[config.mk]
export PLATFORM = sky130hd
export DESIGN_NAME = bn12_fifo
export DESIGN_NICKNAME = d
export VERILOG_FILES = /design/src/bn12_fifo.sv
export SDC_FILE = /design/constraint.sdc
export NUM_CORES = 1
export LEC_CHECK = 0
export ABC_AREA = 1
export BUFFER_PORTS_ARGS = -buffer_cell sky130_fd_sc_hd__buf_2
export CORE_MARGIN = 3
export CORE_UTILIZATION = 45
export CTS_CLUSTER_SIZE = 20
export DETAILED_ROUTE_END_ITERATION = 10
export PLACE_DENSITY = 0.65
export SYNTH_ARGS = -nofsm -noshare
export SYNTH_HDL_FRONTEND = slang
export SYNTH_SLANG_ARGS = --single-unit
[constraint.sdc]
create_clock -name clk -period 1.8 [get_ports clk]
set_clock_uncertainty 0.15 [all_clocks]
set_input_delay 0.27 -clock clk [delete_from_list [all_inputs] [get_ports clk]]
set_output_delay 0.27 -clock clk [all_outputs]
set_load 0.02 [all_outputs]
[src/bn12_fifo.sv]
// generic first-word-fall-through queue built from registers
// no dependencies
module bn12_fifo #(
  parameter int WIDTH = 8,
  parameter int DEPTH = 4
) (
  input  logic                         clk,
  input  logic                         rst,
  input  logic                         push,
  input  logic [WIDTH-1:0]             wdata,
  output logic                         full,
  input  logic                         pop,
  output logic [WIDTH-1:0]             rdata,
  output logic                         empty,
  output logic [$clog2(DEPTH+1)-1:0]   count
);

  localparam int PW = (DEPTH > 1) ? $clog2(DEPTH) : 1;
  localparam int CW = $clog2(DEPTH + 1);

  logic [WIDTH-1:0] mem [DEPTH];
  logic [PW-1:0]    wr_ptr;
  logic [PW-1:0]    rd_ptr;
  logic [CW-1:0]    level;
  logic             do_push;
  logic             do_pop;

  assign do_push = push && !full;
  assign do_pop  = pop && !empty;
  assign full    = (level == CW'(DEPTH));
  assign empty   = (level == '0);
  assign count   = level;
  assign rdata   = mem[rd_ptr];

  always_ff @(posedge clk) begin
    if (rst) begin
      wr_ptr <= '0;
      rd_ptr <= '0;
      level  <= '0;
    end else begin
      if (do_push) begin
        wr_ptr <= (wr_ptr == PW'(DEPTH - 1)) ? '0 : wr_ptr + PW'(1);
      end
      if (do_pop) begin
        rd_ptr <= (rd_ptr == PW'(DEPTH - 1)) ? '0 : rd_ptr + PW'(1);
      end
      level <= level + CW'(do_push) - CW'(do_pop);
    end
  end

  always_ff @(posedge clk) begin
    if (do_push) begin
      mem[wr_ptr] <= wdata;
    end
  end

endmodule

==> results.sh, run 1 <==
export IMPL_status="complete, but fails checks"
export IMPL_violations="setup timing"
export IMPL_syn_area_um2=1698
export IMPL_fmax_mhz=529.9
export IMPL_grt_total_usage=0.1431
export IMPL_cts_tree="yes"
export IMPL_grt_max_degree=17
export IMPL_antenna_found_initial=0
export IMPL_yosysWarnings=0
export IMPL_wirelength_um=3010
export IMPL_die_x_um=67.43
export IMPL_grt_pass1_vias=1049
export IMPL_p_per_area_nw_per_um2=1639
export IMPL_final_layout_size_suffix_gt1_frac=0.3579
export IMPL_fillers=269
export IMPL_cp_required_ps=1830
export IMPL_ys_seq_elements=41
export IMPL_critPathKind="reg -> reg"
export IMPL_reg2reg_depth=10
export IMPL_clk_pin_slew_ps=70
export IMPL_clk_latency_ps=280
export IMPL_synth_area_per_cell_um2=11.87
export IMPL_port_buffers=24
export IMPL_firstDrtPassIters=4
export IMPL_dieArea_um2=4546
export IMPL_diodes=0
export IMPL_worst_slew_pin_slew_ps=232.0
export IMPL_crit_fanout=2
export IMPL_peakVddDrop_mv=1.034
export IMPL_vias=1149
export IMPL_final_common_cell="edfxtp_1"
export IMPL_dp_hpwl_um=2086
export IMPL_ios=25
export IMPL_endpoint_kind="flop"
export IMPL_fin_crit_ps=1887
export IMPL_cts_root_buf="clkbuf_8"
export IMPL_crit_arrival_ps=1920
export IMPL_final_cell_area_um2=2168
export IMPL_dpl_cell_area_um2=1969
export IMPL_hold_path_class="in -> reg"
export IMPL_cts_sinks=41
export IMPL_core_rowCount=21
export IMPL_synth_cells=143
export IMPL_vias_per_cell=4.869
export IMPL_clk_path_buf_depth=2
export IMPL_final_period_utilization=1.048
export IMPL_grt_pass1_wl_um=4602
export IMPL_start_util=0.4859
export IMPL_drt_iter0_drc=44
export IMPL_die_height_um=67.43
export IMPL_slew_viol_final=0
export IMPL_fin_tns_setup_ps=-171.8
export IMPL_power_leakage_uw=0.0008936
export IMPL_fp_coreArea_um2=3495
export IMPL_numCtsBuffers=5
export IMPL_ys_types=20
export IMPL_ys_seq_area_frac=0.6721
export IMPL_timing_hold_violations_final=0
export IMPL_max_cap_violations=0
export IMPL_worstSetupStartpointType="flop"
export IMPL_htree_levels=2
export IMPL_rsz0062_at_grt="yes"
export IMPL_routedWlPerCell_um=12.75
export IMPL_cts_hold_buf=0
export IMPL_mostFrequentLayoutCells="edfxtp_1, nor2_1, buf_2"
export IMPL_nNetsFinal=209
export IMPL_setup_viol=2
export IMPL_grt_overflow_total=0
export IMPL_drc=0
export IMPL_timing_slew_headroom=0.8453
export IMPL_worstHoldPathCells=2
export IMPL_area_delta_synth_final_pct=27.71
export IMPL_ant_nets=0
export IMPL_gp_congestion=0.7283
export IMPL_finalWorstSetupSlack_ps=-87.08
export IMPL_syn_nets=163
[flip-flops by register name, summed over array words and instances, names as in the netlist, named ones only]
signal	count
count	3
mem	32
rd_ptr	2
wr_ptr	2
[synthesized netlist by cell type, drive strengths merged]
cell     n  area share
edfxtp  32        0.57
nor2    32       0.071
inv     18       0.040
o21ai   16       0.054
nand2   10       0.028
dfxtp    9        0.11
o22ai    8       0.029
ha       7       0.052
a21oi    3      0.0088
buf      2       0.013
nand3b   2      0.0088
fa       1       0.012
nand3    1      0.0029
or2      1      0.0037
xnor2    1      0.0052
[logic make-up (layout without fill, tap and decap cells)]
family | count (synthesis) | after routing | synth area share
flops | 41 | 41 | 0.6721
fa+ha+maj | 8 | 8 | 0.06337
buf+inv | 20 | 67 | 0.05305
simple gates | 46 | 46 | 0.1142
xor+xnor | 1 | 1 | 0.005159
compound gates | 27 | 27 | 0.09211
[where the power goes]
group,internal (uW),switching [uW]
Combinational,659,838
Sequential,1200,116
Clock,452,289
Total,2310,1240
[area by class of cell]
cell class	instances	area, um2	share of cell area
Timing Repair Buffer	41	252.7	0.1166
Inverter	18	75.07	0.03462
Multi-Input combinational cell	82	514.2	0.2372
Clock inverter	1	30.03	0.01385
Sequential cell	41	1152	0.5315
Clock buffer	7	86.33	0.03982
Tap cell	46	57.56	0.02654
[critical path, stage by stage, from the launching register on]
cell	delay (ps)
dfxtp_4	360
nor2_4	130
nand2_4	70
inv_4	60
nor2_4	30
ha_4	250
inv_2	40
ha_4	140
fa_1	370
nor2_1	120
nor2_1	50
[final timing paths]
check	to	start	slack, ps
worst max-delay path	count[2]	count[0]	-90
worst max register to register	count[2]	count[0]	-90
worst min-delay path	count[1]	rst	9
worst min register to register	flop	rd_ptr[0]	400
[per-stage QoR]
stage / power, uW / instances / setup WS (ps) / util / hold slack (ps)
after floorplan: 2154 / 143 / -123.6 / - / 181.6
after global placement: 2568 / 223 / -46.92 / 0.5636 / 299.4
after detailed placement: 2628 / 223 / -96.00 / 0.5636 / 304.7
after CTS: 3430 / 233 / -81.47 / 0.6040 / 3.044
after global routing: 3776 / 236 / -172.4 / 0.6205 / 8.826
final: 3554 / 236 / -87.08 / 0.6205 / 8.924
[metal layers]
metal	track usage	share of wire	vias up	wire, um
met3	0.03328	0.039	6	118
met4	0.06835	0.015	0	46
li1	-	-	577	-
met2	0.2540	0.53	21	1588
met5	0	0	-	0
met1	0.1610	0.42	545	1257
[what timing repair did]
action,in CTS,in global routing
gates resized for setup,6,7
buffers inserted,2,3
setup endpoints to repair,10,5
pin swaps,1,0
No activity file was read; power rests on OpenSTA's default activity.
==> run 2, diff against run 1 <==
--- a/config.mk
+++ b/config.mk
@@ -8,10 +8,10 @@
 export ABC_AREA = 1
 export BUFFER_PORTS_ARGS = -buffer_cell sky130_fd_sc_hd__buf_2
 export CORE_MARGIN = 3
-export CORE_UTILIZATION = 45
+export CORE_UTILIZATION = 50
 export CTS_CLUSTER_SIZE = 20
 export DETAILED_ROUTE_END_ITERATION = 10
-export PLACE_DENSITY = 0.65
+export PLACE_DENSITY = 0.71
 export SYNTH_ARGS = -nofsm -noshare
 export SYNTH_HDL_FRONTEND = slang
 export SYNTH_SLANG_ARGS = --single-unit
==> results.sh, run 2 (synthesis gave the netlist of run 1 again) <==
export IMPL_mostFrequentLayoutCells="edfxtp_1, nor2_1, buf_2"
export IMPL_fillers=242
export IMPL_hp_start="wdata[5]"
export IMPL_dpl_cell_area_um2=1959
export IMPL_p_per_area_nw_per_um2=1540
export IMPL_crit_fanout=2
export IMPL_largest_register_ffs=32
export IMPL_final_cell_area_um2=2173
export IMPL_final_period_utilization=1.068
export IMPL_max_cap_violations=0
export IMPL_peakVddDrop_mv=0.9975
export IMPL_dp_hpwl_um=2086
export IMPL_fin_util=0.6893
export IMPL_rr_startpoint="count[1]"
export IMPL_slowest_stage="fa_2"
export IMPL_port_buffers=24
export IMPL_vias_per_cell=4.874
export IMPL_wirelength_um=3073
export IMPL_final_common_cell="edfxtp_1"
export IMPL_hold_path_endpoint="mem[2][5]"
export IMPL_endpoint_kind="flop"
export IMPL_grt_max_degree=17
export IMPL_fin_crit_ps=1923
export IMPL_fp_coreArea_um2=3153
export IMPL_core_rowCount=20
export IMPL_pre_cts_ws_ps=-115.7
export IMPL_violations="setup timing"
export IMPL_fin_tns_setup_ps=-175.8
export IMPL_diodes=0
export IMPL_numCtsBuffers=5
export IMPL_die_height_um=64.28
export IMPL_cp_top_family="adder cells"
export IMPL_nNetsFinal=213
export IMPL_clk_latency_ps=320
export IMPL_power_leakage_uw=0.0008977
export IMPL_dpl_cell_count=220
export IMPL_hold_path_class="in -> reg"
export IMPL_worstSetupStartpointType="flop"
export IMPL_antenna_found_initial=0
export IMPL_final_layout_size_suffix_gt1_frac=0.3402
export IMPL_dieArea_um2=4131
export IMPL_clk_pin_slew_ps=120
export IMPL_ant_nets=0
export IMPL_cts_tree="yes"
export IMPL_finalWorstSetupSlack_ps=-122.7
export IMPL_firstDrtPassIters=4
export IMPL_area_delta_synth_final_pct=28.00
export IMPL_rsz0062_at_grt="yes"
export IMPL_start_util=0.5385
export IMPL_gp_congestion=0.7286
export IMPL_reg2reg_depth=10
export IMPL_cts_sinks=41
export IMPL_final_cells=238
export IMPL_status="complete, but fails checks"
export IMPL_crit_arrival_ps=2030
export IMPL_grt_total_usage=0.1560
export IMPL_drt_iter0_drc=55
export IMPL_worstHoldPathCells=1
export IMPL_cp_required_ps=1910
export IMPL_die_x_um=64.28
export IMPL_vias=1160
export IMPL_critPathKind="reg -> reg"
export IMPL_grt_pass1_wl_um=4899
export IMPL_top_register="mem"
export IMPL_cts_root_buf="clkbuf_4"
export IMPL_timing_slew_headroom=0.8808
export IMPL_ios=25
export IMPL_grt_pass1_vias=1107
export IMPL_clk_path_buf_depth=2
export IMPL_path_common_cell="inv_1"
export IMPL_rrSetupSlack_ps=-120
export IMPL_r2r_end="count[1]"
export IMPL_slew_viol_final=0
export IMPL_timing_hold_violations_final=0
export IMPL_setup_viol=2
export IMPL_cpPeakStageDelay_ps=510
export IMPL_htree_levels=2
export IMPL_routedWlPerCell_um=12.91
export IMPL_path_cells="nor2_4, nand2_4, inv_4, nor2_2, ha_1, inv_1, ha_2, fa_2, inv_1, nor2_1"
export IMPL_fmax_mhz=520.1
export IMPL_drc=0
export IMPL_critPathBufInv=3
export IMPL_worst_slew_pin_slew_ps=176.9
export IMPL_grt_overflow_total=0
[run 2: changes by cell type in the layout (fill, tap and decap cells not counted), moves of 2 or more]
cell,delta
dlygate4sd3_1,+6
clkbuf_4,+5
clkbuf_8,-5
buf_2,-2
buf_4,-2
buf_6,+2
ha_4,-2
[run 2: worst reg2reg max path, cell delays in order, from the launching register on]
cell,delay (ps)
dfxtp_2,350
nor2_4,140
nand2_4,70
inv_4,50
nor2_2,30
ha_1,260
inv_1,40
ha_2,170
fa_2,510
inv_1,30
nor2_1,70
[run 2: power breakdown]
group | switching (uW) | internal, uW
combinational | 815 | 622
sequential | 107 | 1200
clock | 272 | 330
total | 1190 | 2150
[run 2: worst max-delay path by stage]
stage          startpoint  endpoint  slack, ps  cells past startpoint
3_3_place_gp     count[0]  count[2]        -40                     10
3_5_place_dp     count[0]  count[2]       -120                     11
4_1_cts          count[1]  count[1]       -120                     10
6_report         count[1]  count[1]       -120                     10
2_1_floorplan    count[0]  count[2]       -120                     10
5_1_grt          count[1]  count[1]       -200                     10
[run 2: metrics by stage]
step	hold slack (ps)	total power (uW)
after floorplan	181.6	2154
after global placement	300.5	2552
after detailed placement	304.1	2612
after CTS	0.9127	3277
after global routing	0.4380	3564
final	6.131	3347
[run 2: metal layers]
| metal | part of all wire | vias to the layer above | GRT usage |
|---|---|---|---|
| li1 | - | 592 | - |
| met1 | 0.43 | 541 | 0.1879 |
| met2 | 0.53 | 27 | 0.2835 |
| met3 | 0.040 | 0 | 0.03515 |
| met4 | 0 | 0 | 0.03430 |
| met5 | 0 | - | 0 |
[run 2: layout make-up]
cell class                      count  area [um2]  area share
Tap cell                           44       55.05     0.02533
Multi-Input combinational cell     82       489.2      0.2251
Clock buffer                        6       51.30     0.02360
Timing Repair Buffer               45       310.3      0.1428
Sequential cell                    41        1155      0.5314
Inverter                           18       75.07     0.03454
Clock inverter                      2       37.54     0.01727
[run 2: timing repair]
| action | CTS | global route |
|---|---|---|
| pin swaps | 2 | 2 |
| setup buffers | 2 | 2 |
| resized for setup | 7 | 9 |
| cloned | 0 | 0 |
| setup endpoints to repair | 10 | 9 |
| hold buffers | 5 | 1 |
| hold endpoints to repair | 18 | 4 |
==> run 3, diff against run 2 <==
--- a/config.mk
+++ b/config.mk
@@ -11,7 +11,7 @@
 export CORE_UTILIZATION = 50
 export CTS_CLUSTER_SIZE = 20
 export DETAILED_ROUTE_END_ITERATION = 10
-export PLACE_DENSITY = 0.71
+export PLACE_DENSITY = 0.74
 export SYNTH_ARGS = -nofsm -noshare
 export SYNTH_HDL_FRONTEND = slang
 export SYNTH_SLANG_ARGS = --single-unit
==> results.sh, run 3 (synthesis gave the netlist of run 1 again) <==
export IMPL_area_delta_synth_final_pct=29.40
export IMPL_setup_viol=2
export IMPL_fmax_mhz=516.9
export IMPL_rrSetupSlack_ps=-130
export IMPL_crit_fanout=2
export IMPL_cts_sinks=41
export IMPL_rsz0062_at_grt="yes"
export IMPL_clk_pin_slew_ps=110
export IMPL_numCtsBuffers=5
export IMPL_ios=25
export IMPL_port_buffers=24
export IMPL_nNetsFinal=213
export IMPL_drt_iter0_drc=43
export IMPL_diodes=0
export IMPL_critPathBufInv=3
export IMPL_status="complete, but fails checks"
export IMPL_cts_tree="yes"
export IMPL_grt_pass1_wl_um=5112
export IMPL_gp_congestion=0.7186
export IMPL_start_util=0.5385
export IMPL_rr_startpoint="count[0]"
export IMPL_die_height_um=64.28
export IMPL_worstHoldPathCells=3
export IMPL_dp_hpwl_um=2072
export IMPL_crit_arrival_ps=2070
export IMPL_hold_path_class="in -> reg"
export IMPL_fin_tns_setup_ps=-186.1
export IMPL_worstSetupStartpointType="flop"
export IMPL_top_register="mem"
export IMPL_htree_levels=2
export IMPL_firstDrtPassIters=4
export IMPL_die_x_um=64.28
export IMPL_finalWorstSetupSlack_ps=-134.4
export IMPL_vias_per_cell=4.878
export IMPL_final_period_utilization=1.075
export IMPL_grt_overflow_total=0
export IMPL_final_common_cell="edfxtp_1"
export IMPL_cp_required_ps=1930
export IMPL_fillers=230
export IMPL_endpoint_kind="flop"
export IMPL_cpPeakStageDelay_ps=510
export IMPL_slew_viol_final=0
export IMPL_wirelength_um=3200
export IMPL_max_cap_violations=0
export IMPL_routedWlPerCell_um=13.45
export IMPL_grt_total_usage=0.1679
export IMPL_power_leakage_uw=0.0008868
export IMPL_critPathLaunch="count[0]"
export IMPL_grt_max_degree=17
export IMPL_antenna_found_initial=0
export IMPL_final_layout_size_suffix_gt1_frac=0.3557
export IMPL_dieArea_um2=4131
export IMPL_reg2reg_depth=10
export IMPL_vias=1161
export IMPL_clk_path_buf_depth=2
export IMPL_cts_root_buf="clkbuf_4"
export IMPL_clk_latency_ps=340
export IMPL_fp_coreArea_um2=3153
export IMPL_final_cell_area_um2=2197
export IMPL_pre_cts_ws_ps=-87.01
export IMPL_worst_slew_pin_slew_ps=228.6
export IMPL_hp_start="push"
export IMPL_critPathKind="reg -> reg"
export IMPL_peakVddDrop_mv=0.8457
export IMPL_largest_register_ffs=32
export IMPL_violations="setup timing"
export IMPL_grt_pass1_vias=1175
export IMPL_slowest_stage="fa_2"
export IMPL_fin_crit_ps=1934
export IMPL_drc=0
export IMPL_core_rowCount=20
export IMPL_p_per_area_nw_per_um2=1466
export IMPL_dpl_cell_area_um2=1959
export IMPL_cp_top_family="adder cells"
export IMPL_path_cells="nor2_4, nand2_4, inv_4, nor2_4, ha_4, inv_2, ha_4, fa_2, inv_1, nor2_1"
export IMPL_path_depth=10
export IMPL_ant_nets=0
export IMPL_mostFrequentLayoutCells="edfxtp_1, nor2_1, buf_2"
export IMPL_timing_hold_violations_final=0
export IMPL_timing_slew_headroom=0.8460
## run 3: cell types whose count changed in the layout (fill, tap and decap cells not counted), sizes merged
cell	change
buf	-3
clkinv	+2
clkbuf	-1
dlygate4sd3	+3
bufinv	-1
## run 3: final timing paths
path	end
worst min-delay path	wr_ptr[1]
worst max-delay path	count[1]
worst max register to register	count[1]
worst min register to register	flop
## run 3: timing repair
action / 4_1_cts / 5_1_grt
hold buffers: 9 / 0
pin swaps: 2 / 5
setup endpoints to repair: 10 / 9
cloned: 0 / 0
endpoints found under the hold margin: 34 / 0
resized for setup: 11 / 19
buffers inserted: 0 / 1
## run 3: cell type report
class	count	area (um2)	share of cell area
well taps	44	55.05	0.02506
clock buffers	5	37.54	0.01708
flip-flops and latches	41	1155	0.5256
inverters	18	77.57	0.03531
repair buffers	45	320.3	0.1458
multi-input cells	82	534.3	0.2432
clock inverters	3	17.52	0.007973
## run 3: metrics by stage
| step | total power [uW] | hold WS [ps] | util | instances |
|---|---|---|---|---|
| global route | 3449 | 69.89 | 0.6968 | 238 |
| global placement | 2529 | 297.6 | 0.6214 | 220 |
| finish | 3221 | 81.74 | 0.6968 | 238 |
| floorplan | 2154 | 181.6 | - | 143 |
| CTS | 3126 | 65.92 | 0.6802 | 237 |
| detailed placement | 2593 | 306.3 | 0.6214 | 220 |
## run 3: worst register-to-register path, stage by stage (launching register included)
cell     delay (ps)
dfxtp_4         370
nor2_4          140
nand2_4          70
inv_4            60
nor2_4           40
ha_4            260
inv_2            40
ha_4            140
fa_2            510
inv_1            30
nor2_1           70
## run 3: power by group
group          total, uW  internal (uW)  switching, uW
Clock                428            147            281
Combinational       1470            620            853
Sequential          1320           1200            117
Total               3220           1970           1250
## run 3: metal layers
| layer | up-vias | global-route usage | part of all wire |
|---|---|---|---|
| met3 | 4 | 0.07206 | 0.050 |
| met1 | 531 | 0.1649 | 0.37 |
| met2 | 36 | 0.2990 | 0.56 |
| met4 | 0 | 0.08179 | 0.014 |
| met5 | - | 0 | 0 |
| li1 | 590 | - | - |
