$ cat config.mk
export PLATFORM = sky130hd
export DESIGN_NAME = bn12_front
export DESIGN_NICKNAME = d
export VERILOG_FILES = /design/src/bn12_pkg.sv /design/src/bn12_front.sv
export SDC_FILE = /design/constraint.sdc
export NUM_CORES = 1
export LEC_CHECK = 0
export BUFFER_PORTS_ARGS = -buffer_cell sky130_fd_sc_hd__buf_2
export CORE_ASPECT_RATIO = 1.4
export CORE_UTILIZATION = 35
export DETAILED_ROUTE_END_ITERATION = 16
export SYNTH_ARGS = -nofsm -noshare
export SYNTH_HDL_FRONTEND = slang
export SYNTH_SLANG_ARGS = --single-unit
$ cat constraint.sdc
create_clock -name clk -period 2.9 [get_ports clk]
set_clock_uncertainty 0.2 [all_clocks]
set_input_delay 0.145 -clock clk [delete_from_list [all_inputs] [get_ports clk]]
set_output_delay 0.145 -clock clk [all_outputs]
set_load 0.01 [all_outputs]
$ cat src/bn12_pkg.sv
// shared types and constants for the bgra to nv12 converter
// no dependencies; used by bn12_front, bn12_back and the top level under src
package bn12_pkg;

  localparam int MAX_WIDTH_DEF = 4096;
  localparam int FW_W          = 13;
  localparam logic [FW_W-1:0] WIDTH_RESET = 13'd1920;

  // queue depths between front and back, and on the result side
  localparam int MID_DEPTH = 4;
  localparam int OUT_DEPTH = 8;

  // bt.601 limited range coefficients
  localparam logic [15:0] Y_R    = 16'd66;
  localparam logic [15:0] Y_G    = 16'd129;
  localparam logic [15:0] Y_B    = 16'd25;
  localparam logic [15:0] RND    = 16'd128;
  localparam logic [7:0]  Y_OFS  = 8'd16;
  localparam logic [15:0] CB_R   = 16'd38;
  localparam logic [15:0] CB_G   = 16'd74;
  localparam logic [15:0] C_BLUE = 16'd112;
  localparam logic [15:0] CR_G   = 16'd94;
  localparam logic [15:0] CR_B   = 16'd18;
  // rounding plus 128 << 8 so the sums stay non-negative
  localparam logic [15:0] C_BIAS = 16'd32896;

  typedef enum logic [1:0] {
    OP_LUMA_ONLY,
    OP_STORE_PAIR,
    OP_CHROMA
  } op_t;

  typedef struct packed {
    logic [31:0] pixel_word;
    logic        frame_start;
  } pixel_in_t;

  typedef struct packed {
    logic [7:0] luma;
    logic       chroma_valid;
    logic [7:0] cb;
    logic [7:0] cr;
  } pixel_out_t;

  typedef struct packed {
    logic [7:0] r;
    logic [7:0] g;
    logic [7:0] b;
  } rgb_t;

  typedef struct packed {
    logic [8:0] r;
    logic [8:0] g;
    logic [8:0] b;
  } sum9_t;

  typedef struct packed {
    op_t   op;
    rgb_t  rgb;
    sum9_t pair;
  } work_t;

endpackage

$ cat src/bn12_front.sv
// front end: width register, column and row tracking, pixel pairing and
// classification of each pixel into a work request; uses bn12_pkg
module bn12_front #(
  parameter int MAX_WIDTH = bn12_pkg::MAX_WIDTH_DEF
) (
  input  logic                          clk,
  input  logic                          rst,
  input  logic                          wr_en,
  input  logic [bn12_pkg::FW_W-1:0]     wr_data,
  input  logic                          push,
  input  bn12_pkg::pixel_in_t           pixel,
  output logic                          full,
  input  logic                          q_full,
  output logic                          q_push,
  output bn12_pkg::work_t               work,
  output logic [((MAX_WIDTH / 2 > 1) ? $clog2(MAX_WIDTH / 2) : 1)-1:0] slot
);

  localparam int STORE_DEPTH = MAX_WIDTH / 2;
  localparam int SLOT_W      = (STORE_DEPTH > 1) ? $clog2(STORE_DEPTH) : 1;
  localparam int CNT_W       = (MAX_WIDTH > 1) ? $clog2(MAX_WIDTH) : 1;
  localparam int WID_W       = $clog2(MAX_WIDTH + 1);
  localparam int EW          = bn12_pkg::FW_W + 1;
  localparam logic [EW-1:0] MAX_EXT  = EW'(MAX_WIDTH);
  localparam logic [EW-1:0] MAX_EVEN = MAX_EXT & ~EW'(1);

  logic [bn12_pkg::FW_W-1:0] frame_width;
  logic [CNT_W-1:0]          column_count;
  logic                      row_is_odd;
  bn12_pkg::rgb_t            held_pixel;

  logic [EW-1:0]    w_even;
  logic [EW-1:0]    w_clamp;
  logic [WID_W-1:0] eff_width;
  logic [CNT_W-1:0] col_cur;
  logic             odd_cur;
  logic [WID_W-1:0] cnt_inc;
  logic             row_end;
  bn12_pkg::rgb_t   rgb_cur;
  logic             accept;

  assign full   = q_full;
  assign accept = push && !q_full;
  assign q_push = accept;

  // effective row length: even, clamped to 2..max
  always_comb begin
    w_even = {1'b0, frame_width} & ~EW'(1);
    if (w_even < EW'(2)) begin
      w_clamp = EW'(2);
    end else if (w_even > MAX_EXT) begin
      w_clamp = MAX_EVEN;
    end else begin
      w_clamp = w_even;
    end
    eff_width = WID_W'(w_clamp);
  end

  always_comb begin
    col_cur   = pixel.frame_start ? '0 : column_count;
    odd_cur   = pixel.frame_start ? 1'b0 : row_is_odd;
    rgb_cur.r = pixel.pixel_word[23:16];
    rgb_cur.g = pixel.pixel_word[15:8];
    rgb_cur.b = pixel.pixel_word[7:0];
    cnt_inc   = WID_W'(col_cur) + WID_W'(1);
    row_end   = (cnt_inc >= eff_width);

    work.rgb    = rgb_cur;
    work.pair.r = 9'(held_pixel.r) + 9'(rgb_cur.r);
    work.pair.g = 9'(held_pixel.g) + 9'(rgb_cur.g);
    work.pair.b = 9'(held_pixel.b) + 9'(rgb_cur.b);
    if (!col_cur[0]) begin
      work.op = bn12_pkg::OP_LUMA_ONLY;
    end else if (odd_cur) begin
      work.op = bn12_pkg::OP_CHROMA;
    end else begin
      work.op = bn12_pkg::OP_STORE_PAIR;
    end
    slot = SLOT_W'(col_cur >> 1);
  end

  always_ff @(posedge clk) begin
    if (rst) begin
      frame_width  <= bn12_pkg::WIDTH_RESET;
      column_count <= '0;
      row_is_odd   <= 1'b0;
      held_pixel   <= '0;
    end else begin
      if (wr_en) begin
        frame_width <= wr_data;
      end
      if (accept) begin
        if (!col_cur[0]) begin
          held_pixel <= rgb_cur;
        end
        if (row_end) begin
          column_count <= '0;
          row_is_odd   <= !odd_cur;
        end else begin
          column_count <= CNT_W'(cnt_inc);
          row_is_odd   <= odd_cur;
        end
      end
    end
  end

endmodule

==> results of run 1 <==
==> what timing repair did <==
item / 4_1_cts / 5_1_grt
endpoints found under the hold margin: 36 / 0
pin swaps: 14 / 15
endpoints found under the setup margin: 13 / 18
cloned: 1 / 0
buffers inserted: 5 / 4
resized for setup: 7 / 45
hold buffers: 36 / 0
==> Yosys cell counts, types with 3 or more instances <==
master,n,area (sq um)
a211o_1,4,35.03
a211oi_1,5,37.54
a21boi_0,6,45.04
a21o_1,4,30.03
a21oi_1,32,160.2
a22o_2,10,100.1
and2b_1,4,30.03
and3_1,5,31.28
buf_4,25,187.7
clkbuf_1,11,41.29
dfxtp_1,49,980.9
fa_1,3,60.06
ha_1,37,462.9
inv_1,18,67.56
mux2i_1,8,80.08
nand2_1,68,255.2
nand3_1,5,25.02
nor2_1,42,157.7
nor2b_1,15,93.84
o21a_1,4,30.03
o21ai_0,11,55.05
o22ai_1,3,18.77
o31ai_1,3,22.52
or3_1,4,25.02
xnor2_1,18,157.7
xor2_1,4,35.03
==> layout make-up <==
class	instances	area share
multi-input cells	314	0.4889
repair buffers	181	0.2383
flip-flops and latches	49	0.1965
clock buffers	7	0.02851
well taps	110	0.02751
inverters	19	0.01425
clock inverters	1	0.006001
==> metal layers <==
metal,GRT usage,wire (microns)
met4,0.06875,293
met2,0.3645,5273
met3,0.02584,358
met5,0,0
met1,0.1867,3609
==> power groups by stage <==
stage                     clock, mW  combinational, mW  sequential [mW]
after floorplan                   0              0.263            0.728
after global placement            0              0.380            0.733
after detailed placement          0              0.386            0.734
after CTS                     0.707              0.427            0.719
after global routing          0.736              0.496            0.722
final                         0.680              0.447            0.719
==> kinds of logic (layout without fill, tap and decap cells) <==
kind of cell / after synthesis / after routing / share of synthesized area
AOI/OAI and AO/OA: 88 / 88 / 0.1746
buffers and inverters: 57 / 208 / 0.09024
DFF: 49 / 49 / 0.2876
and+or+nand+nor: 156 / 156 / 0.2142
xor gates and xnor gates: 22 / 22 / 0.05649
muxes: 8 / 8 / 0.02348
adders and majority gates: 40 / 40 / 0.1533
==> layout by cell type (no fill, tap or decap), types with 4 or more instances in the layout <==
cell,count
buf_2,107
nand2_1,68
dfxtp_1,47
nor2_1,39
dlygate4sd3_1,36
buf_4,35
ha_1,32
a21oi_1,30
inv_1,18
xnor2_1,15
nor2b_1,14
o21ai_0,10
mux2i_1,8
a22o_4,7
a21boi_1,5
ha_4,5
clkbuf_16,5
and2b_1,4
o21a_1,4
a21o_1,4
a211o_1,4
==> flip-flops by register name (all words and copies together), names as in the netlist <==
register and count:
frame_width 12, column_count 12, held_pixel 24, row_is_odd 1
==> tightest hold or removal path, cell delays in order <==
cell,delay (ns)
buf_2,0.22
mux2i_1,0.16
nor2_1,0.07
==> per-stage QoR <==
stage / area [sq um] / instances / setup WS, ns
final: 5004 / 681 / -0.1932
after detailed placement: 4099 / 627 / -0.2537
after CTS: 4698 / 677 / -0.2550
after floorplan: 3451 / 420 / -0.01246
after global placement: 4099 / 627 / -0.1808
after global routing: 5004 / 681 / -0.3131
==> how the worst max path moves through the flow <==
| stage | to | startpoint | slack, ns | cells past startpoint |
|---|---|---|---|---|
| CTS | column_count[1] | column_count[1] | -0.25 | 12 |
| detailed placement | column_count[1] | column_count[1] | -0.25 | 12 |
| finish | column_count[1] | column_count[1] | -0.19 | 12 |
| global route | row_is_odd | column_count[1] | -0.31 | 14 |
| global placement | column_count[1] | pixel[0] | -0.18 | 14 |
| floorplan | column_count[3] | column_count[1] | -0.01 | 12 |
==> summary.md, run 1 <==
| Metric | Value |
|---|---|
| Sink count of the clock tree | `between 40 and 50` |
| RSZ-0062 raised after global routing | `yes` |
| Routed Antenna Nets | `0` |
| Clk_lat worst skew | `0.29 ns` |
| # fillers | `around 900` |
| Initial core utilization | `0.3606` |
| Multi-input logic area | `2446 sq um` |
| Int Pwr | `1.345 mW` |
| Final setup vio count | `13` |
| Clk root buf | `clkbuf_16` |
| Net Sw Frac | `0.2713` |
| Cell area after synthesis | `3411 sq um` |
| # rows | `42` |
| Ys Warns | `0` |
| CP arrival | `3.11 ns` |
| Hold Path Cell Cnt | `3` |
| Power, Total | `between 1.5 and 2 mW` |
| Peak Freq | `roughly 320 MHz` |
| Hold WC Path Type | `input pin to flop` |
| Synth Instances | `420` |
| Clock share of power | `0.368` |
| IO buf count | `107` |
| Static Leak | `~2.4 nW` |
| Die span in y | `around 120 microns` |
| Largest net degree at the start of global routing | `42` |
| Run status | `complete, but fails checks` |
| # diodes | `0` |
| Post-route setup slack | `-0.1932 ns` |
| RR Startpoint | `column_count[1]` |
| Setup crit end kind | `flop` |
| Hold_sp | `wr_en` |
| Die Area | `10,150 sq um` |
| Netlist cell types | `44` |
| Final period util | `1.067` |
| CP dominant cell by count | `buf_4` |
| Hold Vio Cnt, Final | `0` |
| Crit path launch type | `flop` |
| Placeable Area | `9459 sq um` |
| Reg2reg end | `column_count[1]` |
| WL/cell | `14.00 microns` |
| Ports | `117` |
| Total CTS buffers | `5` |
| DRT iter0 DRCs | `129` |
| Hold Slack | `0.1411 ns` |
| Global route overflow | `0` |
| Total GRT Usage | `0.1834` |
| Synthesized flop and latch total | `between 40 and 50` |
| Drt first pass iters | `5` |
| Routed WL | `approximately 9500 microns` |
| Nets | `661` |
| Number of global-route vias before repair | `between 3,000 and 4,000` |
| Data required, critical path | `2.92 ns` |
| DRC | `0` |
| CP Buf/Inv Count | `3` |
| Drt via density | `5.069` |
| Gpl congestion | `0.8444` |
| Worst Tran Pin Value | `1.105 ns` |
| Critical path peak fanout | `4` |
| Failing checks | `negative setup slack` |
| Gate power share | `0.242` |
| Setup TNS | `-2.034 ns` |
| Vias post-DR | `3,452` |
| CTS tree | `yes` |
| Asr flop ratio synth | `0` |
| Max Buffers Root-to-Sink | `2` |
| Seq/Total Area, Yosys | `0.2876` |
| Worst path slowest cell | `or4_1` |
| CP delay by family, top | `simple AND/OR/NAND/NOR gates` |
| Relative slew slack | `0.2609` |
| Worst path max stage delay | `roughly 0.4 ns` |
| Antenna violations before repair | `0` |
| Die width | `85.43 microns` |
| Final core utilization | `0.5290` |
| DP Wirelength | `6495 microns` |
| Pwr/cell area | `369.0 nW/um^2` |
| Area Growth Syn to Fin | `46.70%` |
| P_sw | `around 0.5 mW` |
| Worst vdd ir | `0.2184 mV` |
| Post-synth top flop | `dfxtp_1` |
| Final Max Slew Viols | `0` |
| CP Class | `flop to flop` |
| Post-synth EDFFs | `0` |
| Syn Nets | `about 510` |
| Worst Hold Endpoint | `frame_width[12]` |
| Crit-path cells | `nor2b_4 -> ha_4 -> buf_4 -> buf_4 -> xor2_1 -> ha_1 -> nor2b_1 -> a311oi_4 -> o41ai_4 -> buf_4 -> or4_1 -> o21ai_1` |
| Share of layout cells above drive strength 1 | `0.3485` |
| Period minus WS final | `3.093 ns` |
| R2R Setup Slk | `-0.19 ns` |
| Register area | `983.4 sq um` |
| Max-cap violation count | `0` |
| CTS H-Tree Depth | `2` |
| First-pass GRT wire length | `around 15,000 microns` |
| R2R depth | `12` |
| Mean Syn Cell Area | `8.121 sq um` |
| Clock slew at reported path FFs | `~0.07 ns` |
| Sequential Power Share | `0.390` |
Note: power is estimated with default switching activity, not from simulation.
==> run 2: changes to the inputs <==
Settings changed: CELL_PAD_IN_SITES_DETAIL_PLACEMENT from default to 0, CELL_PAD_IN_SITES_GLOBAL_PLACEMENT from default to 1, CORE_MARGIN from default to 1, CORE_UTILIZATION 35 to 33, PLACE_DENSITY_LB_ADDON from default to 0.1.
==> run 2 against run 1 <==
  * Sequential power is essentially flat
  * Largest cell class unchanged
  * Register-to-register slack got worse by 0.02 ns
  * Design area decreased by 0.63%
  * Utilization is 2.9 points lower
  * The flow still finishes with violations (negative setup slack)
  * Via count down 3.1%
  * Non-clock buffer count rose by 4
  * Cell count is 4.3% higher
  * Global-route usage is 1.0 points lower
  * Largest power group unchanged
==> summary.md, run 2 (synthesized netlist as in run 1, its figures left out) <==
| Metric | Value |
|---|---|
| Area after DPL | `4145 sq um (+1.1%)` |
| Max-cap violation count | `0 (unchanged)` |
| # rows | `43 (+2.4%)` |
| Hold Vio Cnt, Final | `0 (unchanged)` |
| Die Area | `10,750 sq um (+5.9%)` |
| Vias post-DR | `3,345 (-3.1%)` |
| RR Startpoint | `column_count[1]` |
| Global route overflow | `0 (unchanged)` |
| Final Max Slew Viols | `0 (unchanged)` |
| Nets | `665 (+0.61%)` |
| WL/cell | `13.05 microns (-6.8%)` |
| Biggest register | `held_pixel` |
| Post-Layout Cell Count | `710 (+4.3%)` |
| Top flop regs | `held_pixel (24), column_count (12), frame_width (12)` |
| Peak Freq | `321.2 MHz (-0.63%)` |
| Hold Path Cell Cnt | `3 (unchanged)` |
| Clk_lat worst skew | `0.28 ns (about the same)` |
| Placed insts | `654 (+4.3%)` |
| DP Wirelength | `6785 microns (+4.5%)` |
| Routed Antenna Nets | `0 (unchanged)` |
| Drt first pass iters | `4 (-1)` |
| Number of global-route vias before repair | `3,216 (-3.2%)` |
| Area Growth Syn to Fin | `45.78%` |
| Crit path launch type | `flop` |
| Gpl congestion | `0.7665 (-9.2%)` |
| Drt via density | `4.711 (-7.1%)` |
| Initial core utilization | `0.3427 (-0.01790)` |
| Post-route setup slack | `-0.2129 ns (-0.01964 ns)` |
| Run status | `complete, but fails checks` |
| Pwr/cell area | `370.8 nW/um^2 (+0.50%)` |
| Commonest non-fill, non-tap cells in the layout | `buf_2, nand2_1, dfxtp_1` |
| Ports | `117 (unchanged)` |
| Sink count of the clock tree | `49 (unchanged)` |
| Data required, critical path | `2.90 ns (-0.02 ns)` |
| Die span in y | `122.3 microns (+2.9%)` |
| Die width | `87.92 microns (+2.9%)` |
| Share of layout cells above drive strength 1 | `0.3443 (-0.004164)` |
| Clk root buf | `clkbuf_16` |
| Hold WC Path Type | `input pin to flop` |
| CP dominant cell by count | `buf_4` |
| IO buf count | `107 (unchanged)` |
| Worst vdd ir | `0.3043 mV (+39%)` |
| Relative slew slack | `0.3492 (+0.08833)` |
| Commonest non-fill, non-tap cell in the layout | `buf_2` |
| Final period util | `1.073 (+0.006774)` |
| Worst Tran Pin Value | `0.9726 ns (-0.1320 ns)` |
| CTS H-Tree Depth | `2 (unchanged)` |
| Final setup vio count | `13 (unchanged)` |
| Max FFs per register | `24 (unchanged)` |
| Total CTS buffers | `5 (unchanged)` |
| RSZ-0062 raised after global routing | `yes` |
| Routed WL | `9267 microns (-2.8%)` |
| Failing checks | `negative setup slack` |
| Crit-path cells | `nor2b_4 -> ha_4 -> nand4b_1 -> xnor2_1 -> buf_4 -> ha_4 -> a211o_4 -> a311oi_4 -> o41ai_4 -> buf_4 -> buf_4 -> or3_1 -> a21oi_1` |
| DRT iter0 DRCs | `80 (-38%)` |
| Period minus WS final | `3.113 ns (+0.01964 ns)` |
| DRC | `0 (unchanged)` |
| Setup TNS | `-1.704 ns (+0.3302 ns)` |
| Max Buffers Root-to-Sink | `2 (unchanged)` |
| Total GRT Usage | `0.1733 (-0.01009)` |
| CP Class | `flop to flop` |
| Setup crit end kind | `flop` |
| CP arrival | `3.12 ns (about the same)` |
| Largest net degree at the start of global routing | `42 (unchanged)` |
| Clock slew at reported path FFs | `0.07 ns (about the same)` |
| # diodes | `0 (unchanged)` |
| Critical path peak fanout | `4 (unchanged)` |
| Hold_sp | `wr_en` |
| Final core utilization | `0.4996 (-0.02941)` |
| CTS tree | `yes` |
| Setup crit start | `column_count[1]` |
| Worst path max stage delay | `0.34 ns (-0.06 ns)` |
| Antenna violations before repair | `0 (unchanged)` |
| Worst path slowest cell | `dfxtp_2` |
| R2R depth | `13 (+1)` |
| Design area | `4972 sq um (-0.63%)` |
| First-pass GRT wire length | `14,550 microns (-1.7%)` |
| Static Leak | `2.419 nW (-0.12%)` |
| Placeable Area | `9953 sq um (+5.2%)` |
-- run 2: path summary, 6_finish.rpt --
path                                   endpoint  slack (ns)
worst max register to register  column_count[0]       -0.21
worst max-delay path            column_count[0]       -0.21
worst min-delay path             frame_width[4]        0.14
worst min register to register   held_pixel[22]        0.26
-- run 2: worst max-delay path: cells and delay by family (launching register included) --
family | cells | cell delay [ns]
XOR/XNOR | 1 | 0.21
buffers and inverters | 3 | 0.45
adder cells (fa/ha/maj) | 2 | 0.34
flip-flops | 1 | 0.34
AO/OA/AOI/OAI | 4 | 0.88
AND/OR/NAND/NOR | 3 | 0.62
-- run 2: through the flow --
stage / hold slack (ns) / setup WS (ns) / power [mW]
2_1_floorplan: 0.06742 / -0.01246 / 0.9917
3_3_place_gp: 0.1537 / -0.1834 / 1.121
3_5_place_dp: 0.1601 / -0.2651 / 1.125
4_1_cts: 0.1365 / -0.1813 / 1.866
5_1_grt: 0.1472 / -0.3486 / 1.949
6_report: 0.1371 / -0.2129 / 1.844
-- run 2: report_power, final --
group | total (mW) | internal (mW) | switching (mW) | leakage (nW)
clock | 0.683 | 0.431 | 0.253 | 0.0831
combinational | 0.442 | 0.213 | 0.228 | 1.94
sequential | 0.719 | 0.700 | 0.0182 | 0.401
-- run 2: final cells by class --
type / count / area [sq um]
Timing Repair Buffer: 185 / 1219
Fill cell: 970 / 4981
Tap cell: 135 / 168.9
Clock buffer: 6 / 138.9
Sequential cell: 49 / 983.4
Clock inverter: 2 / 37.54
Inverter: 19 / 71.32
Multi-Input combinational cell: 314 / 2354
-- run 2: layer usage --
layer  vias to the layer above  track usage  routed length [microns]
met5                         -            0                        0
met4                         0      0.04406                       65
met3                         4      0.02152                      285
met2                        71       0.3372                     5112
met1                      1551       0.1932                     3804
li1                       1719            -                        -
-- run 2: timing repair --
action | 4_1_cts | 5_1_grt
gates resized for setup | 23 | 20
pin swaps | 12 | 15
hold endpoints to repair | 36 | 0
setup endpoints to repair | 13 | 19
setup buffers | 8 | 3
hold buffers | 36 | 0
gates cloned | 0 | 1
==> run 3: changes to the inputs <==
--- a/config.mk
+++ b/config.mk
@@ -14,2 +14,3 @@
 export DETAILED_ROUTE_END_ITERATION = 16
+export HOLD_SLACK_MARGIN = 0.05
 export PLACE_DENSITY_LB_ADDON = 0.1
==> constraint.sdc (replaced) <==
create_clock -name clk -period 2.9 [get_ports clk]
set_clock_uncertainty 0.2 [all_clocks]
set_input_delay 0.435 -clock clk [delete_from_list [all_inputs] [get_ports clk]]
set_output_delay 0.435 -clock clk [all_outputs]
set_load 0.01 [all_outputs]
==> run 3 against run 2 <==
  * The flow still finishes with violations (negative setup slack)
  * Maximum frequency down 0.34%
  * Sequential share of layout area up 1.7 points
  * Count of clock-buffer cells in the layout down 1
  * Sequential power about the same
  * Wire length down 1.6%
  * Largest cell class unchanged
==> summary.md, run 3 (synthesized netlist as in run 1, its figures left out) <==
| Metric | Value |
|---|---|
| Run status | `complete, but fails checks` |
| Failing checks | `negative setup slack` |
| Clock slew at reported path FFs | `0.07 ns (about the same)` |
| CTS H-Tree Depth | `2 (unchanged)` |
| Biggest register | `held_pixel` |
| First-pass GRT wire length | `14,140 microns (-2.8%)` |
| Design area | `4578 sq um (-7.9%)` |
| Worst vdd ir | `0.2034 mV (-33%)` |
| Worst Tran Pin Value | `0.8297 ns (-0.1429 ns)` |
| Top flop regs | `held_pixel (24), column_count (12), frame_width (12)` |
| Largest net degree at the start of global routing | `42 (unchanged)` |
| Commonest non-fill, non-tap cell in the layout | `buf_2` |
| CP dominant cell by count | `buf_4` |
| Worst path slowest cell | `dfxtp_2` |
| Die width | `87.92 microns (unchanged)` |
| Number of global-route vias before repair | `3,001 (-6.7%)` |
| Routed WL | `9116 microns (-1.6%)` |
| Period minus WS final | `3.123 ns (+0.01050 ns)` |
| Placeable Area | `9953 sq um (unchanged)` |
| Area Growth Syn to Fin | `34.23%` |
| Hold_sp | `wr_data[10]` |
| DRC | `0 (unchanged)` |
| Hold Slack | `0.1511 ns (+0.01392 ns)` |
| Antenna violations before repair | `0 (unchanged)` |
| Max FFs per register | `24 (unchanged)` |
| Sink count of the clock tree | `49 (unchanged)` |
| R2R depth | `12 (-1)` |
| Routed Antenna Nets | `0 (unchanged)` |
| Total CTS buffers | `5 (unchanged)` |
| # fillers | `1,005 (+3.6%)` |
| Hold WC Path Type | `input pin to flop` |
| Worst Hold Endpoint | `frame_width[10]` |
| Critical path peak fanout | `3 (-1)` |
| Nets | `629 (-5.4%)` |
| Total GRT Usage | `0.1735 (about the same)` |
| RSZ-0062 raised after global routing | `yes` |
| Hold Path Cell Cnt | `2 (-1)` |
| # diodes | `0 (unchanged)` |
| Worst path max stage delay | `0.34 ns (about the same)` |
| Vias post-DR | `3,220 (-3.7%)` |
| Gate power share | `0.217 (-0.023)` |
| Area after DPL | `4175 sq um (+0.72%)` |
| RR Startpoint | `column_count[1]` |
| Die Area | `10,750 sq um (unchanged)` |
| Die span in y | `122.3 microns (unchanged)` |
| Max-cap violation count | `0 (unchanged)` |
| Final period util | `1.077 (+0.003621)` |
| Static Leak | `2.232 nW (-7.7%)` |
| DRT iter0 DRCs | `62 (-23%)` |
| Global route overflow | `0 (unchanged)` |
| Crit path launch type | `flop` |
| Ports | `117 (unchanged)` |
| Final setup vio count | `13 (unchanged)` |
| Relative slew slack | `0.4468 (+0.09764)` |
| Drt via density | `4.777 (+1.4%)` |
| # rows | `43 (unchanged)` |
| WL/cell | `13.53 microns (+3.6%)` |
| Max Buffers Root-to-Sink | `2 (unchanged)` |
| Drt first pass iters | `4 (unchanged)` |
| Net Sw Frac | `0.2690 (-0.001877)` |
| Clk root buf | `clkbuf_16` |
| Gpl congestion | `0.8193 (+6.9%)` |
| Pwr/cell area | `411.7 nW/um^2 (+11%)` |
| CP arrival | `3.14 ns (+0.02 ns)` |
| CTS tree | `yes` |
| CP Class | `flop to flop` |
| Sequential Power Share | `0.381 (-0.009)` |
| Final Max Slew Viols | `0 (unchanged)` |
| Post-route setup slack | `-0.2234 ns (-0.01050 ns)` |
| Crit-path cells | `nor2b_4 -> ha_4 -> nand4b_1 -> xnor2_2 -> ha_1 -> a211o_2 -> a311oi_2 -> o41ai_4 -> buf_4 -> buf_4 -> or3_1 -> a21oi_1` |
| Hold Vio Cnt, Final | `0 (unchanged)` |
| IO buf count | `107 (unchanged)` |
| Share of layout cells above drive strength 1 | `0.3840 (+0.03970)` |
| Data required, critical path | `2.91 ns (about the same)` |
| Setup crit end kind | `flop` |
| Int Pwr | `1.378 mW (+2.5%)` |
| R2R Setup Slk | `-0.22 ns (about the same)` |
| Commonest non-fill, non-tap cells in the layout | `buf_2, nand2_1, dfxtp_1` |
| Clk_lat worst skew | `0.29 ns (about the same)` |
| DP Wirelength | `7000 microns (+3.2%)` |
| P_sw | `0.5070 mW (+1.5%)` |
| Initial core utilization | `0.3427 (unchanged)` |
| Clock share of power | `0.402 (+0.031)` |
| Reg2reg end | `column_count[0]` |
| Peak Freq | `320.2 MHz (-0.34%)` |
run 3: per-stage QoR:
step / std cells / setup slack, ns / power [mW] / util / setup TNS [ns]
final: 674 / -0.2234 / 1.885 / 0.4600 / -2.336
after global placement: 658 / -0.4732 / 1.129 / 0.4195 / -6.083
after global routing: 674 / -0.3398 / 1.991 / 0.4600 / -4.133
after detailed placement: 658 / -0.5353 / 1.134 / 0.4195 / -6.764
after CTS: 669 / -0.1310 / 1.913 / 0.4500 / -1.439
after floorplan: 420 / -0.2015 / 0.9944 / - / -2.336
run 3: layer usage:
metal / track usage / routed length, microns / vias up / share of wire
met5: 0 / 0 / - / 0
met2: 0.3261 / 4948 / 73 / 0.54
met4: 0.07684 / 243 / 0 / 0.027
met1: 0.1854 / 3641 / 1482 / 0.40
met3: 0.02892 / 282 / 15 / 0.031
li1: - / - / 1650 / -
run 3: critical path, delay by kind of cell (launching register included):
family | cells | cell delay, ns
AO/OA/AOI/OAI | 4 | 0.85
XOR/XNOR | 1 | 0.28
adder cells (fa/ha/maj) | 2 | 0.42
buffers and inverters | 2 | 0.29
flip-flops | 1 | 0.34
AND/OR/NAND/NOR | 3 | 0.65
run 3: final cells by class:
| class | count | area, sq um | area share |
|---|---|---|---|
| inverter | 19 | 71.32 | 0.01558 |
| clock buffer | 5 | 125.1 | 0.02733 |
| clock inverter | 3 | 65.06 | 0.01421 |
| sequential | 49 | 983.4 | 0.2148 |
| timing repair buffer | 149 | 860.8 | 0.1880 |
| multi-input combinational | 314 | 2303 | 0.5031 |
| tap | 135 | 168.9 | 0.03690 |
run 3: power groups by stage:
stage	Sequential, mW	Combinational (mW)	Clock, mW
5_1_grt	0.722	0.461	0.808
4_1_cts	0.719	0.408	0.786
3_5_place_dp	0.734	0.399	0
6_report	0.719	0.409	0.757
2_1_floorplan	0.728	0.266	0
3_3_place_gp	0.734	0.395	0
run 3: worst max path at each step:
stage / startpoint / to / depth (start not counted)
2_1_floorplan: pixel[0] / column_count[10] / 11
3_3_place_gp: pixel[0] / column_count[2] / 15
3_5_place_dp: pixel[0] / column_count[10] / 15
4_1_cts: column_count[1] / column_count[4] / 13
5_1_grt: column_count[1] / column_count[4] / 13
6_report: column_count[1] / column_count[0] / 12
run 3: timing repair:
item	in CTS	in global routing
endpoints found under the setup margin	19	20
setup buffers	3	5
hold buffers	0	0
cloned	1	0
pin swaps	10	19
gates resized for setup	24	23
